$ cat src/bfki_pkg.sv
// ============================================================================
// bfki_pkg
// Shared constants, types and the CORDIC arctangent table for the Bessel
// integral unit.
// ============================================================================
package bfki_pkg;

    // Fixed-point formats.
    localparam int FRAC_BITS         = 16;
    localparam int CORDIC_ITERATIONS = 18;
    localparam int MAX_STEPS_LOG2    = 14;
    localparam int MIN_STEPS_LOG2    = 4;
    localparam int STEPS_RESET       = 10;

    localparam int X_W      = 21;
    localparam int ORDER_W  = 4;
    localparam int STEPS_W  = 4;
    localparam int OUT_W    = FRAC_BITS + 2;

    // Phase is one turn per 2^32.
    localparam int PHASE_W  = 32;
    localparam int PSH_W    = $clog2(PHASE_W);

    // CORDIC datapath: vector components and residual angle.
    localparam int CORD_FRAC = 30;
    localparam int CORD_W    = 33;
    localparam int ANGLE_W   = 34;
    localparam int ATAN_TABLE_LEN = 28;
    localparam int ATAN_IDX_W     = $clog2(ATAN_TABLE_LEN);
    localparam int ITER_W         = $clog2(CORDIC_ITERATIONS);
    localparam logic [CORD_W-1:0] CORDIC_GAIN = CORD_W'(64'd652032874);

    // Phase of x*sin(theta): product floored to RAD_FRAC fraction bits of radians.
    localparam int RAD_FRAC  = 24;
    localparam int RAD_SHIFT = FRAC_BITS + CORD_FRAC - RAD_FRAC;
    localparam int MUL_W     = 32;
    localparam int PROD_W    = 2 * MUL_W;
    localparam logic [MUL_W-1:0] INV_TWO_PI = MUL_W'(64'd683565276);

    // Sample rounding and accumulation.
    localparam int CF_SHIFT = CORD_FRAC - FRAC_BITS;
    localparam int CF_W     = CORD_W - CF_SHIFT;
    localparam int SUM_W    = 34;

    // Panel counter and clamped step exponent.
    localparam int K_W = MAX_STEPS_LOG2 + 1;
    localparam int S_W = $clog2(MAX_STEPS_LOG2 + 2);

    typedef struct packed {
        logic busy;
        logic done;
    } cordic_status_t;

    // Arctangent of 2^-i in turns times 2^32, rounded to nearest.
    function automatic logic [PHASE_W-1:0] atan_turns(input logic [ATAN_IDX_W-1:0] idx);
        logic [PHASE_W-1:0] v;
        case (idx)
            5'd0:    v = 32'd536870912;
            5'd1:    v = 32'd316933406;
            5'd2:    v = 32'd167458907;
            5'd3:    v = 32'd85004756;
            5'd4:    v = 32'd42667331;
            5'd5:    v = 32'd21354465;
            5'd6:    v = 32'd10679838;
            5'd7:    v = 32'd5340245;
            5'd8:    v = 32'd2670163;
            5'd9:    v = 32'd1335087;
            5'd10:   v = 32'd667544;
            5'd11:   v = 32'd333772;
            5'd12:   v = 32'd166886;
            5'd13:   v = 32'd83443;
            5'd14:   v = 32'd41722;
            5'd15:   v = 32'd20861;
            5'd16:   v = 32'd10430;
            5'd17:   v = 32'd5215;
            5'd18:   v = 32'd2608;
            5'd19:   v = 32'd1304;
            5'd20:   v = 32'd652;
            5'd21:   v = 32'd326;
            5'd22:   v = 32'd163;
            5'd23:   v = 32'd81;
            5'd24:   v = 32'd41;
            5'd25:   v = 32'd20;
            5'd26:   v = 32'd10;
            5'd27:   v = 32'd5;
            default: v = '0;
        endcase
        return v;
    endfunction

endpackage

$ cat src/bfki_cordic.sv
// ============================================================================
// bfki_cordic
// Rotation-mode CORDIC, one micro-rotation per clock, with quadrant folding.
// ============================================================================
module bfki_cordic (
    input  logic                                  clk,
    input  logic                                  rst_n,
    input  logic                                  start,
    input  logic [bfki_pkg::PHASE_W-1:0]          phase,
    output bfki_pkg::cordic_status_t              status,
    output logic signed [bfki_pkg::CORD_W-1:0]    cos_value,
    output logic signed [bfki_pkg::CORD_W-1:0]    sin_value
);

    localparam logic signed [bfki_pkg::ANGLE_W-1:0] QUARTER_TURN =
        bfki_pkg::ANGLE_W'(64'sh4000_0000);
    localparam logic signed [bfki_pkg::ANGLE_W-1:0] HALF_TURN =
        bfki_pkg::ANGLE_W'(64'sh8000_0000);

    logic signed [bfki_pkg::CORD_W-1:0]  x_reg, x_next;
    logic signed [bfki_pkg::CORD_W-1:0]  y_reg, y_next;
    logic signed [bfki_pkg::ANGLE_W-1:0] z_reg, z_next;
    logic                                flip_reg, flip_next;
    logic [bfki_pkg::ITER_W-1:0]         cnt_reg, cnt_next;
    logic                                running_reg, running_next;
    logic                                done_reg, done_next;

    logic signed [bfki_pkg::ANGLE_W-1:0] a_ext;
    logic signed [bfki_pkg::ANGLE_W-1:0] a_fold;
    logic                                a_flip;
    logic signed [bfki_pkg::CORD_W-1:0]  dx, dy;
    logic signed [bfki_pkg::ANGLE_W-1:0] at;
    logic                                last;

    // Fold the angle into the right half plane; the far half is a negation.
    always_comb
    begin
        a_ext  = signed'({{(bfki_pkg::ANGLE_W - bfki_pkg::PHASE_W){phase[bfki_pkg::PHASE_W-1]}},
                          phase});
        a_fold = a_ext;
        a_flip = 1'b0;
        if (a_ext > QUARTER_TURN)
        begin
            a_fold = a_ext - HALF_TURN;
            a_flip = 1'b1;
        end
        else if (a_ext < -QUARTER_TURN)
        begin
            a_fold = a_ext + HALF_TURN;
            a_flip = 1'b1;
        end
    end

    always_comb
    begin
        dx   = x_reg >>> cnt_reg;
        dy   = y_reg >>> cnt_reg;
        at   = signed'(bfki_pkg::ANGLE_W'(bfki_pkg::atan_turns(bfki_pkg::ATAN_IDX_W'(cnt_reg))));
        last = (cnt_reg == bfki_pkg::ITER_W'(bfki_pkg::CORDIC_ITERATIONS - 1));

        x_next       = x_reg;
        y_next       = y_reg;
        z_next       = z_reg;
        flip_next    = flip_reg;
        cnt_next     = cnt_reg;
        running_next = running_reg;
        done_next    = 1'b0;

        if (start)
        begin
            x_next       = signed'(bfki_pkg::CORDIC_GAIN);
            y_next       = '0;
            z_next       = a_fold;
            flip_next    = a_flip;
            cnt_next     = '0;
            running_next = 1'b1;
        end
        else if (running_reg)
        begin
            if (!z_reg[bfki_pkg::ANGLE_W-1])
            begin
                x_next = x_reg - dy;
                y_next = y_reg + dx;
                z_next = z_reg - at;
            end
            else
            begin
                x_next = x_reg + dy;
                y_next = y_reg - dx;
                z_next = z_reg + at;
            end
            cnt_next = cnt_reg + 1'b1;
            if (last)
            begin
                running_next = 1'b0;
                done_next    = 1'b1;
            end
        end
    end

    always_ff @(posedge clk or negedge rst_n)
    begin
        if (!rst_n)
        begin
            cnt_reg     <= '0;
            running_reg <= 1'b0;
            done_reg    <= 1'b0;
        end
        else
        begin
            cnt_reg     <= cnt_next;
            running_reg <= running_next;
            done_reg    <= done_next;
        end
    end

    always_ff @(posedge clk)
    begin
        x_reg    <= x_next;
        y_reg    <= y_next;
        z_reg    <= z_next;
        flip_reg <= flip_next;
    end

    assign cos_value   = flip_reg ? -x_reg : x_reg;
    assign sin_value   = flip_reg ? -y_reg : y_reg;
    assign status.busy = running_reg;
    assign status.done = done_reg;

endmodule

$ cat src/bessel_first_kind_integral_unit.sv
// ============================================================================
// bessel_first_kind_integral_unit
// J_m(x) by the trapezoid rule over 0..pi, on one shared CORDIC and multiplier.
// ============================================================================
// Usage. An input beat (x_value in unsigned Q5.16, order m in 0..15) is taken
// at a rising edge where start is high and busy is low. busy rises on the
// next cycle and stays high until the item is finished; no new beat is taken
// meanwhile. The result beat, bessel_value in signed Q1.16 saturated to plus
// or minus one, is shown for exactly one cycle with done high. The receiver
// cannot stall the block, so it must take the beat in that cycle.
// The panel count 2^steps_log2 comes from the one register, written with
// cfg_write and cfg_data while idle, a rule for the user that the block does
// not enforce. Clamped to 4..14, it is sampled when an item is accepted.
// Sequence. Every sample point runs the CORDIC twice (sin of theta, then cos of
// the integrand phase) with two passes through the shared multiplier between
// them. An item with N panels visits N + 1 points, and the CORDIC
// micro-rotation loop takes most of the time of each point.
// Reset. rst_n is asynchronous and active low; it returns the block to idle
// and sets steps_log2 to 10.
// ============================================================================
module bessel_first_kind_integral_unit (
    input  logic                                 clk,
    input  logic                                 rst_n,
    input  logic                                 start,
    output logic                                 busy,
    input  logic [bfki_pkg::X_W-1:0]             x_value,
    input  logic [bfki_pkg::ORDER_W-1:0]         order,
    input  logic                                 cfg_write,
    input  logic [bfki_pkg::STEPS_W-1:0]         cfg_data,
    output logic                                 done,
    output logic signed [bfki_pkg::OUT_W-1:0]    bessel_value
);

    // Sequencer states.
    localparam logic [2:0] ST_IDLE   = 3'd0;
    localparam logic [2:0] ST_THETA  = 3'd1;  // launch CORDIC on theta_k
    localparam logic [2:0] ST_ROT1   = 3'd2;  // wait for sin(theta_k)
    localparam logic [2:0] ST_MUL1   = 3'd3;  // x * sin(theta_k)
    localparam logic [2:0] ST_MUL2   = 3'd4;  // radians to turns
    localparam logic [2:0] ST_PHASE  = 3'd5;  // launch CORDIC on m*theta - x*sin
    localparam logic [2:0] ST_ROT2   = 3'd6;  // wait for the cosine sample
    localparam logic [2:0] ST_ACC    = 3'd7;  // weight and accumulate

    logic [2:0]                          state_reg, state_next;
    logic                                final_reg, final_next;
    logic [bfki_pkg::STEPS_W-1:0]        steps_reg, steps_next;
    logic [bfki_pkg::K_W-1:0]            k_reg, k_next;
    logic signed [bfki_pkg::SUM_W-1:0]   sum_reg, sum_next;
    logic                                done_reg, done_next;

    logic [bfki_pkg::X_W-1:0]            x_reg;
    logic [bfki_pkg::ORDER_W-1:0]        order_reg;
    logic [bfki_pkg::S_W-1:0]            s_reg;
    logic signed [bfki_pkg::PROD_W-1:0]  prod_reg;
    logic [bfki_pkg::PHASE_W-1:0]        ordtheta_reg;
    logic signed [bfki_pkg::OUT_W-1:0]   result_reg, result_next;

    logic [bfki_pkg::S_W-1:0]            s_clamped;
    logic [bfki_pkg::K_W-1:0]            n_value;
    logic [bfki_pkg::PSH_W-1:0]          theta_shift;
    logic [bfki_pkg::PHASE_W-1:0]        theta;
    logic [bfki_pkg::ORDER_W+bfki_pkg::K_W-1:0] ordk;
    logic [bfki_pkg::PHASE_W-1:0]        ordtheta;
    logic [bfki_pkg::PHASE_W-1:0]        turns;

    logic signed [bfki_pkg::MUL_W-1:0]   mul_a, mul_b;
    logic signed [bfki_pkg::PROD_W-1:0]  prod_full;

    logic                                cordic_start;
    logic [bfki_pkg::PHASE_W-1:0]        cordic_phase;
    bfki_pkg::cordic_status_t            cordic_status;
    logic signed [bfki_pkg::CORD_W-1:0]  cos_value, sin_value;

    logic signed [bfki_pkg::CORD_W-1:0]  cos_rounded;
    logic signed [bfki_pkg::CF_W-1:0]    cf;
    logic signed [bfki_pkg::SUM_W-1:0]   cf_ext;
    logic signed [bfki_pkg::SUM_W-1:0]   sum_rounded;
    logic signed [bfki_pkg::SUM_W-1:0]   sum_scaled;
    logic                                endpoint;

    localparam logic signed [bfki_pkg::SUM_W-1:0] ONE_Q =
        bfki_pkg::SUM_W'(64'sd1 <<< bfki_pkg::FRAC_BITS);
    localparam logic signed [bfki_pkg::CORD_W-1:0] CF_ROUND =
        bfki_pkg::CORD_W'(64'sd1 <<< (bfki_pkg::CF_SHIFT - 1));

    bfki_cordic u_cordic (
        .clk       (clk),
        .rst_n     (rst_n),
        .start     (cordic_start),
        .phase     (cordic_phase),
        .status    (cordic_status),
        .cos_value (cos_value),
        .sin_value (sin_value)
    );

    // Clamp the register to the supported panel range.
    always_comb
    begin
        if (steps_reg < bfki_pkg::STEPS_W'(bfki_pkg::MIN_STEPS_LOG2))
            s_clamped = bfki_pkg::S_W'(bfki_pkg::MIN_STEPS_LOG2);
        else if (steps_reg > bfki_pkg::STEPS_W'(bfki_pkg::MAX_STEPS_LOG2))
            s_clamped = bfki_pkg::S_W'(bfki_pkg::MAX_STEPS_LOG2);
        else
            s_clamped = bfki_pkg::S_W'(steps_reg);
    end

    // Sample angle theta_k = k*pi/N is k shifted up into a half turn.
    always_comb
    begin
        n_value     = bfki_pkg::K_W'(1) << s_reg;
        theta_shift = bfki_pkg::PSH_W'(bfki_pkg::PHASE_W - 1) - bfki_pkg::PSH_W'(s_reg);
        theta       = bfki_pkg::PHASE_W'(k_reg) << theta_shift;
        ordk        = (bfki_pkg::ORDER_W + bfki_pkg::K_W)'(order_reg)
                    * (bfki_pkg::ORDER_W + bfki_pkg::K_W)'(k_reg);
        ordtheta    = bfki_pkg::PHASE_W'(ordk) << theta_shift;
        turns       = prod_reg[bfki_pkg::RAD_FRAC + bfki_pkg::PHASE_W - 1 : bfki_pkg::RAD_FRAC];
    end

    // Shared multiplier: x*sin(theta) first, then radians times 1/(2*pi).
    always_comb
    begin
        if (state_reg == ST_MUL2)
        begin
            mul_a = prod_reg[bfki_pkg::RAD_SHIFT + bfki_pkg::MUL_W - 1 : bfki_pkg::RAD_SHIFT];
            mul_b = signed'(bfki_pkg::INV_TWO_PI);
        end
        else
        begin
            mul_a = signed'(bfki_pkg::MUL_W'(x_reg));
            mul_b = sin_value[bfki_pkg::MUL_W-1:0];
        end
    end

    assign prod_full = mul_a * mul_b;

    assign cordic_start = (state_reg == ST_THETA) || (state_reg == ST_PHASE);
    assign cordic_phase = (state_reg == ST_PHASE) ? (ordtheta_reg - turns) : theta;

    // Cosine sample rounded half up to FRAC_BITS, then the final scaling.
    always_comb
    begin
        cos_rounded = cos_value + CF_ROUND;
        cf          = cos_rounded[bfki_pkg::CORD_W-1:bfki_pkg::CF_SHIFT];
        cf_ext      = bfki_pkg::SUM_W'(cf);
        endpoint    = (k_reg == '0) || (k_reg == n_value);
        sum_rounded = sum_reg + (bfki_pkg::SUM_W'(1) << s_reg);
        sum_scaled  = sum_rounded >>> (s_reg + 1'b1);
        if (sum_scaled > ONE_Q)
            result_next = bfki_pkg::OUT_W'(ONE_Q);
        else if (sum_scaled < -ONE_Q)
            result_next = bfki_pkg::OUT_W'(-ONE_Q);
        else
            result_next = bfki_pkg::OUT_W'(sum_scaled);
    end

    always_comb
    begin
        state_next = state_reg;
        final_next = 1'b0;
        steps_next = steps_reg;
        k_next     = k_reg;
        sum_next   = sum_reg;
        done_next  = final_reg;

        if (cfg_write)
            steps_next = cfg_data;

        unique case (state_reg)
            ST_IDLE:
            begin
                if (start && !final_reg)
                begin
                    k_next     = '0;
                    sum_next   = '0;
                    state_next = ST_THETA;
                end
            end
            ST_THETA:
                state_next = ST_ROT1;
            ST_ROT1:
            begin
                if (cordic_status.done)
                    state_next = ST_MUL1;
            end
            ST_MUL1:
                state_next = ST_MUL2;
            ST_MUL2:
                state_next = ST_PHASE;
            ST_PHASE:
                state_next = ST_ROT2;
            ST_ROT2:
            begin
                if (cordic_status.done)
                    state_next = ST_ACC;
            end
            ST_ACC:
            begin
                sum_next = endpoint ? (sum_reg + cf_ext) : (sum_reg + (cf_ext <<< 1));
                if (k_reg == n_value)
                begin
                    final_next = 1'b1;
                    state_next = ST_IDLE;
                end
                else
                begin
                    k_next     = k_reg + 1'b1;
                    state_next = ST_THETA;
                end
            end
            default:
                state_next = ST_IDLE;
        endcase
    end

    always_ff @(posedge clk or negedge rst_n)
    begin
        if (!rst_n)
        begin
            state_reg <= ST_IDLE;
            final_reg <= 1'b0;
            steps_reg <= bfki_pkg::STEPS_W'(bfki_pkg::STEPS_RESET);
            k_reg     <= '0;
            sum_reg   <= '0;
            done_reg  <= 1'b0;
        end
        else
        begin
            state_reg <= state_next;
            final_reg <= final_next;
            steps_reg <= steps_next;
            k_reg     <= k_next;
            sum_reg   <= sum_next;
            done_reg  <= done_next;
        end
    end

    // Item operands, multiplier output and the result word carry no reset.
    always_ff @(posedge clk)
    begin
        if (state_reg == ST_IDLE && start && !final_reg)
        begin
            x_reg     <= x_value;
            order_reg <= order;
            s_reg     <= s_clamped;
        end
        if (state_reg == ST_MUL1 || state_reg == ST_MUL2)
            prod_reg <= prod_full;
        if (state_reg == ST_MUL1)
            ordtheta_reg <= ordtheta;
        if (final_reg)
            result_reg <= result_next;
    end

    // The last cycle of summing and the scaling cycle count as busy, so no
    // beat is taken before the result word is formed. A new beat can be
    // taken in the cycle that shows the result.
    assign busy         = (state_reg != ST_IDLE) || final_reg;
    assign done         = done_reg;
    assign bessel_value = result_reg;

    // An accepted beat keeps the block busy on the next cycle.
    a_accept_busy: assert property (@(posedge clk) disable iff (!rst_n)
        (start && !busy) |=> busy)
        else $error("accepted beat did not make the block busy");

    // A result only follows the scaling cycle of an item.
    a_done_after_final: assert property (@(posedge clk) disable iff (!rst_n)
        done |-> $past(final_reg))
        else $error("result strobe without a finished sum");

    // The sample index never passes the last panel edge while working.
    a_k_in_range: assert property (@(posedge clk) disable iff (!rst_n)
        (state_reg != ST_IDLE) |-> (k_reg <= n_value))
        else $error("sample index beyond the panel count");

    // The result is always within plus or minus one.
    a_result_sat: assert property (@(posedge clk) disable iff (!rst_n)
        done |-> ((bessel_value <= bfki_pkg::OUT_W'(ONE_Q))
              && (bessel_value >= bfki_pkg::OUT_W'(-ONE_Q))))
        else $error("result outside the saturation range");

endmodule
$ cat config.mk
export PLATFORM = sky130hd
export DESIGN_NAME = bessel_first_kind_integral_unit
export DESIGN_NICKNAME = d
export VERILOG_FILES = /design/src/bfki_pkg.sv /design/src/bfki_cordic.sv /design/src/bessel_first_kind_integral_unit.sv
export SDC_FILE = /design/constraint.sdc
export NUM_CORES = 2
export LEC_CHECK = 0
export BUFFER_PORTS_ARGS = -buffer_cell sky130_fd_sc_hd__clkbuf_2
export CAP_MARGIN = 30
export CORE_MARGIN = 8
export CORE_UTILIZATION = 53
export CTS_BUF_LIST = sky130_fd_sc_hd__clkbuf_8
export DETAILED_ROUTE_END_ITERATION = 10
export GPL_ROUTABILITY_DRIVEN = 0
export PLACE_DENSITY = 0.81
export SYNTH_ARGS = -nofsm -noshare
export SYNTH_HDL_FRONTEND = slang
export SYNTH_SLANG_ARGS = --single-unit
$ cat constraint.sdc
create_clock -name clk -period 18.5 [get_ports clk]
set_input_delay 4.625 -clock clk [delete_from_list [all_inputs] [get_ports clk]]
set_output_delay 4.625 -clock clk [all_outputs]
set_load 0.03 [all_outputs]
==> flow_summary.ini <==
[global_routing]
grt_use_met3 = 0.0702
gr-total-overflow = 0
grt_max_degree = 83
grt_pass1_vias = 55700
busiest_layer = met2
grt_util_met2 = 0.441
antenna_found_initial = 6
use_met1 = 0.360
grt_pass1_wl_mm = 297
grt_use_total = 0.280

[timing]
grt_setup_unrepaired = false
relSlewSlack = 0.247
fmax_ghz = 0.0814
fin_skew_ns = 0.0603
setup_tns_ns = 0
hold_viol_final = 0
fin_crit_sh = 0.664
setup_viol = 0
slew_violations = 0
tightest_slew_ns = 1.10
fin_crit_ns = 12.29

[cells_and_area]
drive_gt1_frac = 0.0677
nets = 8777
syn_to_final_growth_pct = 5.43

[clock_tree]
htreeDepth = 2
cts_root_buffer = clkbuf_8
cts_tree = done
cts_max_path_buffers = 3
cts.repair.resized = 0
post-cts-setup-buffer-count = 0
path_clk_slew_ns = 0.06
numCtsBuffers = 51
worstSkewPairLatency_ns = 0.72
cts.sinks = 263
hold_buffers = 0

[detailed_routing]
drt_first_pass_iters = 7
wl_mm = 185
drtAntennaViolNets = 0
vias_per_cell = 6.10
first_iter_violations = 6496
route.detailed.drc = 0
wl_per_cell_um = 20.7
num_vias = 54600

[worst_hold_path]
min_to = steps_reg[0]$_DFFE_PN0P_
worstHoldStart = steps_reg[0]$_DFFE_PN0P_
holdCritPathClass = reg -> reg
hold_depth = 1

[critical_path]
r2r_end = prod_reg[51]$_DFFE_PP_
cp_common_cell = fa_1
arrival_ns = 12.75
crit_path_max_incr_delay_ns = 0.72
timing.critical_path.from = u_cordic.y_reg[7]$_SDFFE_PN0P_
crit_type = reg -> reg
r2r-start = u_cordic.y_reg[7]$_SDFFE_PN0P_
ff2ff_setup_slack_ns = 6.21
cp-end-kind = flop
critPathSlowestCell = and2_0
crit_path_start_kind = flop
cp_data_required_time_ns = 18.96
r2r_cells = 36
crit_fanout = 14

[die]
start_util = 0.531
dieArea_um2 = 131000
top_level_ports = 53
die_h_um = 362
fp.dieW_um = 362
rows = 127
coreArea_um2 = 119000

[synthesis]
syn_area_per_cell_um2 = 8.59
synth_area_leaders = fa_1 31%, ha_1 7.8%, inv_1 7.0%
yosysWarnings = 0
synthTopCellsByCount = 1175 x inv_1, 995 x fa_1, 923 x nand2_1, 626 x nor2_1, 396 x ha_1
synth_top_area_cell = fa_1
synth_edf_count = 132
syn-cell-area_um2 = 63300
synth_most_common_cell = inv_1
synth_top_area_share = 0.314
ys_seq_elements = 263
ys_async_sr_fraction = 0.247
seq_area_frac_synth = 0.109
ys_types = 112
synth_ff_type = edfxtp_1
synthCells = 7371

[placement]
port_buffers = 52
hpwlAfterDp_mm = 147

[flow_run]
max_cap_viol_count = 0

[status]
status = complete, no violations
==> cells by family after synthesis <==
| group | after synthesis | synth area share |
|---|---|---|
| AO/OA/AOI/OAI | 1265 | 0.131 |
| XOR/XNOR | 383 | 0.0531 |
| adder cells (fa/ha/maj) | 1391 | 0.393 |
| buffers and inverters | 1570 | 0.0942 |
| flip-flops | 263 | 0.109 |
| multiplexers | 259 | 0.0603 |
| other | 2 | 0.000119 |
| AND/OR/NAND/NOR | 2238 | 0.159 |
==> per-stage QoR <==
stage	setup WS (ns)	util	cell area, µm²	std cells	hold slack, ns
floorplan	8.07	-	64000	7533	0.474
global placement	7.01	0.549	65400	8837	0.492
detailed placement	6.50	0.550	65500	8843	0.493
CTS	6.54	0.559	66700	8939	0.509
global route	5.57	0.560	66800	8945	0.523
finish	6.21	0.560	66800	8949	0.505
==> cells in the final DEF, fill, tap and decap left out, drive strengths merged, types with 153 or more instances in the layout <==
cell,instances
a21oi,334
conb,164
fa,995
ha,396
inv,1190
nand2,924
nor2,630
o21ai,278
xnor2,230
xor2,153
==> worst max-delay path by stage <==
stage | to | slack [ns]
CTS | prod_reg[51]$_DFFE_PP_ | 6.54
floorplan | prod_reg[51]$_DFFE_PP_ | 8.07
global placement | prod_reg[51]$_DFFE_PP_ | 7.01
global route | prod_reg[51]$_DFFE_PP_ | 5.57
detailed placement | prod_reg[51]$_DFFE_PP_ | 6.50
finish | prod_reg[51]$_DFFE_PP_ | 6.21
==> critical path, delay by kind of cell (launching register included) <==
family | cells | cell delay [ns]
simple gates | 8 | 2.64
compound gates | 12 | 4.04
buf+inv | 6 | 0.30
fa+ha+maj | 9 | 4.34
flops | 1 | 0.40
xor+xnor | 1 | 0.36
==> area by class of cell <==
| class | instances | area (µm²) |
|---|---|---|
| Clock inverter | 37 | 363 |
| Antenna cell | 5 | 12.5 |
| Sequential cell | 263 | 6920 |
| Fill cell | 10300 | 52400 |
| Inverter | 1182 | 4440 |
| Tap cell | 1548 | 1940 |
| Multi-Input combinational cell | 5700 | 51200 |
| Clock buffer | 59 | 812 |
| Timing Repair Buffer | 155 | 1140 |
==> metal layers <==
| metal | part of all wire | up-vias |
|---|---|---|
| met1 | 0.37 | 26500 |
| met2 | 0.45 | 3377 |
| met3 | 0.12 | 724 |
| li1 | - | 24000 |
| met4 | 0.061 | 2 |
| met5 | 0.000059 | - |
Power is not shown: default switching activity piles up to over one toggle a cycle in this logic, so the estimate is an artifact.
